$ cat src/hdl/swtf_pkg.sv
// Package for the stereo waveshaper with tone filter.
// Holds register indexes, shaper modes, datapath operation codes and the
// control/status structs; no dependencies.
`timescale 1ns / 1ps
`default_nettype none
package swtf_pkg;

  localparam int CFG_INDEX_BITS = 3;
  localparam int CFG_DATA_BITS  = 16;

  localparam logic [CFG_INDEX_BITS-1:0] REG_MODE   = 3'd0;
  localparam logic [CFG_INDEX_BITS-1:0] REG_DRIVE  = 3'd1;
  localparam logic [CFG_INDEX_BITS-1:0] REG_LEVELS = 3'd2;
  localparam logic [CFG_INDEX_BITS-1:0] REG_COEF   = 3'd3;
  localparam logic [CFG_INDEX_BITS-1:0] REG_GAIN   = 3'd4;

  localparam logic [1:0] MODE_SOFT  = 2'd0;
  localparam logic [1:0] MODE_HARD  = 2'd1;
  localparam logic [1:0] MODE_FOLD  = 2'd2;
  localparam logic [1:0] MODE_CRUSH = 2'd3;

  localparam logic [13:0] DRIVE_RESET  = 14'd256;
  localparam logic [6:0]  LEVELS_RESET = 7'd64;
  localparam logic [15:0] COEF_RESET   = 16'd32768;
  localparam logic [15:0] GAIN_RESET   = 16'd4096;

  typedef struct packed {
    logic [1:0]  mode;
    logic [13:0] drive;
    logic [6:0]  levels;
    logic [15:0] coef;
    logic [15:0] gain;
  } swtf_cfg_t;

  typedef enum logic [3:0] {
    OP_NONE,
    OP_LOAD,
    OP_DRIVE,
    OP_SQUARE,
    OP_CUBE,
    OP_SHAPE,
    OP_QUANT,
    OP_DIV_START,
    OP_DIV_STEP,
    OP_CRUSH,
    OP_FILTER,
    OP_GAIN,
    OP_PUBLISH
  } swtf_op_t;

  typedef struct packed {
    swtf_op_t op;
    logic     ch;
  } swtf_cmd_t;

  typedef struct packed {
    logic       div_done;
    logic [1:0] mode;
  } swtf_status_t;

endpackage
`default_nettype wire

$ cat src/hdl/swtf_ctrl.sv
// Controller: sequences the datapath through both channels of a sample pair
// and runs the input and output handshakes. Depends on swtf_pkg.
`timescale 1ns / 1ps
`default_nettype none
module swtf_ctrl
  import swtf_pkg::*;
(
  input  wire logic         clk,
  input  wire logic         rst,
  input  wire logic         in_valid,
  output logic              in_ready,
  output logic              out_valid,
  input  wire logic         out_ready,
  input  wire swtf_status_t status,
  output swtf_cmd_t         cmd
);

  typedef enum logic [3:0] {
    S_IDLE, S_DRIVE, S_SQUARE, S_CUBE, S_SHAPE, S_QUANT, S_DIV_START,
    S_DIV, S_CRUSH, S_FILTER, S_GAIN, S_DONE
  } state_t;

  state_t state;
  logic   ch;
  logic   publish;

  assign in_ready = (state == S_IDLE);
  assign publish  = (state == S_DONE) && (!out_valid || out_ready);

  always_comb begin
    cmd.ch = ch;
    case (state)
      S_IDLE:      cmd.op = in_valid ? OP_LOAD : OP_NONE;
      S_DRIVE:     cmd.op = OP_DRIVE;
      S_SQUARE:    cmd.op = OP_SQUARE;
      S_CUBE:      cmd.op = OP_CUBE;
      S_SHAPE:     cmd.op = OP_SHAPE;
      S_QUANT:     cmd.op = OP_QUANT;
      S_DIV_START: cmd.op = OP_DIV_START;
      S_DIV:       cmd.op = status.div_done ? OP_NONE : OP_DIV_STEP;
      S_CRUSH:     cmd.op = OP_CRUSH;
      S_FILTER:    cmd.op = OP_FILTER;
      S_GAIN:      cmd.op = OP_GAIN;
      S_DONE:      cmd.op = publish ? OP_PUBLISH : OP_NONE;
      default:     cmd.op = OP_NONE;
    endcase
  end

  always_ff @(posedge clk) begin
    if (rst) begin
      state     <= S_IDLE;
      ch        <= 1'b0;
      out_valid <= 1'b0;
    end else begin
      if (out_valid && out_ready && !publish) out_valid <= 1'b0;
      case (state)
        S_IDLE: begin
          if (in_valid) begin
            ch    <= 1'b0;
            state <= S_DRIVE;
          end
        end
        S_DRIVE: begin
          case (status.mode) inside
            MODE_SOFT:            state <= S_SQUARE;
            MODE_HARD, MODE_FOLD: state <= S_SHAPE;
            default:              state <= S_QUANT;
          endcase
        end
        S_SQUARE:    state <= S_CUBE;
        S_CUBE:      state <= S_FILTER;
        S_SHAPE:     state <= S_FILTER;
        S_QUANT:     state <= S_DIV_START;
        S_DIV_START: state <= S_DIV;
        S_DIV:       if (status.div_done) state <= S_CRUSH;
        S_CRUSH:     state <= S_FILTER;
        S_FILTER:    state <= S_GAIN;
        S_GAIN: begin
          if (ch) begin
            state <= S_DONE;
          end else begin
            ch    <= 1'b1;
            state <= S_DRIVE;
          end
        end
        S_DONE: begin
          if (publish) begin
            out_valid <= 1'b1;
            state     <= S_IDLE;
          end
        end
        default: state <= S_IDLE;
      endcase
    end
  end

`ifndef SYNTHESIS
  a_publish_valid: assert property (@(posedge clk) disable iff (rst)
    publish |=> out_valid) else $error("published pair not marked valid");
  a_accept_start: assert property (@(posedge clk) disable iff (rst)
    (in_valid && in_ready) |=> (state == S_DRIVE && !ch))
    else $error("accepted pair did not start on the left channel");
  a_right_ends: assert property (@(posedge clk) disable iff (rst)
    (state == S_GAIN && ch) |=> (state == S_DONE))
    else $error("right channel gain did not finish the pair");
`endif

endmodule
`default_nettype wire

$ cat config.mk
export PLATFORM = sky130hd
export DESIGN_NAME = swtf_ctrl
export DESIGN_NICKNAME = d
export VERILOG_FILES = /design/src/hdl/swtf_pkg.sv /design/src/hdl/swtf_ctrl.sv
export SDC_FILE = /design/constraint.sdc
export NUM_CORES = 1
export LEC_CHECK = 0
export BUFFER_PORTS_ARGS = -buffer_cell sky130_fd_sc_hd__clkbuf_2
export CAP_MARGIN = 40
export CORE_AREA = 3 3 40 42
export DETAILED_ROUTE_END_ITERATION = 10
export DIE_AREA = 0 0 43 45
export SYNTH_ARGS = -nofsm -noshare
export SYNTH_HDL_FRONTEND = slang
export SYNTH_SLANG_ARGS = --single-unit
$ cat constraint.sdc
create_clock -name clk -period 4.2 [get_ports clk]
set_input_delay 0.42 -clock clk [delete_from_list [all_inputs] [get_ports clk]]
set_output_delay 0.42 -clock clk [all_outputs]
set_load 0.05 [all_outputs]
==> results_dict.tcl <==
set metrics [dict create \
    post_synth_inst_count 68 \
    wirelength_mm 1.10 \
    grt_util_met1_pct 13.8 \
    h_tree_level_count 1 \
    reg2reg_slack_ns 2.70 \
    synth_top_flop_cell "sky130_fd_sc_hd__dfxtp_1" \
    drt-initial-drc-count 20 \
    critical_path_peak_fanout 13 \
    numPortBuffers 13 \
    final.min_clock_period_ns 2.17 \
    num-nets-final 87 \
    timing.clock.skew_ns 0.00849 \
    netlist_area_um2 465 \
    post_synth.cell_area_avg_um2 6.84 \
    io_pins 14 \
    slew-limit-headroom_pct 67.6 \
    timing_hold_violations_final 0 \
    critPathKind "reg -> out" \
    synth-async-reset-ratio_pct 0 \
    critical-path-slowest-cell "sky130_fd_sc_hd__dfxtp_1" \
    seqCellArea_um2 120 \
    slew_viol_final 0 \
    worstSetupStartpointType "flop" \
    gr-usage-met2_pct 18.9 \
    cap_violations 0 \
    met3_track_utilization_from_global_routing_pct 6.37 \
    die_span_x_um 43 \
    antenna_cells_inserted 0 \
    worst_skew_pair.late_latency_ns 0.25 \
    synth.largest_area_cell "sky130_fd_sc_hd__dfxtp_1" \
    synth_area_leaders "sky130_fd_sc_hd__dfxtp_1, sky130_fd_sc_hd__a21oi_1, sky130_fd_sc_hd__nand2b_1, sky130_fd_sc_hd__nor2_1, sky130_fd_sc_hd__nand2_1" \
    ys_seq_area_share_pct 25.8 \
    rr_worst_depth 3 \
    post-cts-setup-buffer-count 0 \
    leftover_overflow_at_the_end_of_global_routing 0 \
    rsz0062_at_grt "false" \
    grt_util_all_layers_pct 11.9 \
    synth.net_count 75 \
    timing.final.setup_violations 0 \
    busiest_layer "met2" \
    initial_utilization_pct 36.2 \
    netlist_top_cells_count "sky130_fd_sc_hd__a21oi_1, sky130_fd_sc_hd__nor2_1, sky130_fd_sc_hd__dfxtp_1, sky130_fd_sc_hd__nand2_1, sky130_fd_sc_hd__nand2b_1" \
    regToRegStartpoint "state[1]" \
    power.ir.vdd_worst_mv 0.315 \
    clockBufferDepth 2 \
    synthMostInstantiatedCell "sky130_fd_sc_hd__a21oi_1" \
    min_period_over_period_pct 51.6 \
    cts.sinks 6 \
    status "complete, no violations" \
    std_cell_rows 13 \
    multi_input_gate_area_um2 304 \
    worst_hold_path.endpoint "out_valid" \
    post_drt_via_cell_ratio 5.44 \
    power.static_leakage_nw 0.226 \
    die-area_um2 1940 \
    fp.dieH_um 45 \
    nFillCells 136 \
    post_drt_wl_per_cell_um 11.8 \
    areaGrowthSynthToFinish_pct 15.6 \
    dpl_worst_slack_ns 2.34 \
    place.detailed.hpwl_um 803 \
    yosysUniqueCellTypes 27 \
    cts_buffers 3 \
    drive_gt1_share_pct 20.5 \
    critical_path.endpoint_type "primary output" \
    via_count_of_the_first_global_routing_pass 392 \
    hold_slack_ns 0.424 \
    timing.critical_path.slowest_cell_delay_ns 0.56 \
    hp-start "rst" \
    synth_largest_type_area_fraction_pct 25.8 \
    fp.coreArea_um2 1280 \
    timing.critical_path.required_ns 3.78 \
    worst-endpoint-arrival_ns 1.75 \
    yosysWarnings 0 \
    cts_hold_buffers 0 \
    ctsRootBufferMaster "sky130_fd_sc_hd__clkbuf_4" \
    timing.hold.worst.class "in -> reg" \
    max_freq_ghz 0.462 \
    power_density_nw_per_um2 499 \
    remaining_drc_errors 0 \
    fin_tns_setup_ns 0 \
    finalWeightedCongestion 0.789 \
    worst_slack_ns 2.03 \
    antenna_found_initial 0 \
    report.power.total_mw 0.268 \
    ant_nets 0 \
    synth_enable_flop_cells 0 \
    pin_count_of_the_biggest_net_entering_global_routing 17 \
    r2r_end "state[1]" \
    path_clk_slew_ns 0.05 \
    cts_resized 0 \
    dr_total_vias 506 \
    total_iterations_of_the_first_detailed_routing_run 4 \
    worst-slew-pin-transition_ns 0.485 \
    first_pass_grt_wire_length_mm 1.68 \
    cts_tree "built" \
    min_path_cells 2 \
    ys_ff_latch 6 \
    crit_path_cell_trace "and2_1 > and3_1 > o21bai_1 > clkbuf_2" \
]
==> layout make-up <==
class | instances | share of cell area (%)
clock buffer | 3 | 4.19
multi-input combinational | 54 | 56.5
sequential | 6 | 22.3
inverter | 2 | 1.40
tap | 15 | 3.49
timing repair buffer | 13 | 12.1
==> layer usage <==
layer | vias up | part of all wire, %
met5 | - | 0
met2 | 21 | 47
met4 | 0 | 0.82
met1 | 220 | 45
met3 | 2 | 6.3
li1 | 263 | -
==> cells in the final DEF (no fill, tap or decap), drive strengths merged <==
master	netlist	layout
a211o	1	1
o221ai	1	1
a21o	1	1
o21ai	4	4
dfxtp	6	6
nor2b	3	3
a21oi	9	9
o31ai	1	1
nand2	6	6
nor2	7	7
clkbuf	4	16
nand2b	5	5
and2	1	1
and3	1	1
nor4	2	2
nor3	2	2
a41o	1	1
a31oi	2	2
or4b	1	1
o22ai	2	2
inv	2	2
nor3b	1	1
nand3	1	1
a211oi	1	1
o21bai	1	1
==> through the flow <==
step                instances  cell area (um2)  util, %
global placement           90              515     40.1
finish                     93              538     41.9
global route               93              538     41.9
detailed placement         90              515     40.1
CTS                        93              538     41.9
floorplan                  68              465        -
==> registers in the layout (all words and copies together), names as in the netlist <==
register and flops:
state 4, ch 1, out_valid 1
==> worst max-delay path by stage <==
stage                     slack (ns)     start  endpoint  cells after the start
after floorplan                 1.70  state[2]  in_ready                      2
after global placement          2.36  state[1]    cmd[4]                      4
after detailed placement        2.34  state[1]    cmd[4]                      4
after CTS                       2.06  state[1]    cmd[4]                      4
after global routing            1.92  state[1]    cmd[4]                      4
final                           2.03  state[1]    cmd[4]                      4
==> where the power goes <==
group / switching, mW / internal, mW
clock network: 0.0229 / 0.0325
registers: 0.0208 / 0.0640
logic: 0.0881 / 0.0402
total: 0.132 / 0.137
==> cell families (layout without fill, tap and decap cells) <==
family / count (synthesis) / in the layout / share of synthesized area, %
buffers and inverters: 8 / 18 / 8.87
flip-flops: 6 / 6 / 25.8
AO/OA/AOI/OAI: 24 / 24 / 31.7
AND/OR/NAND/NOR: 30 / 30 / 33.6
==> critical path, delay by kind of cell (launching register included) <==
family / cells / cell delay, ns
AO/OA/AOI/OAI: 1 / 0.12
AND/OR/NAND/NOR: 2 / 0.52
buffers and inverters: 1 / 0.29
flip-flops: 1 / 0.56
Power figures use the tool's default switching activity.
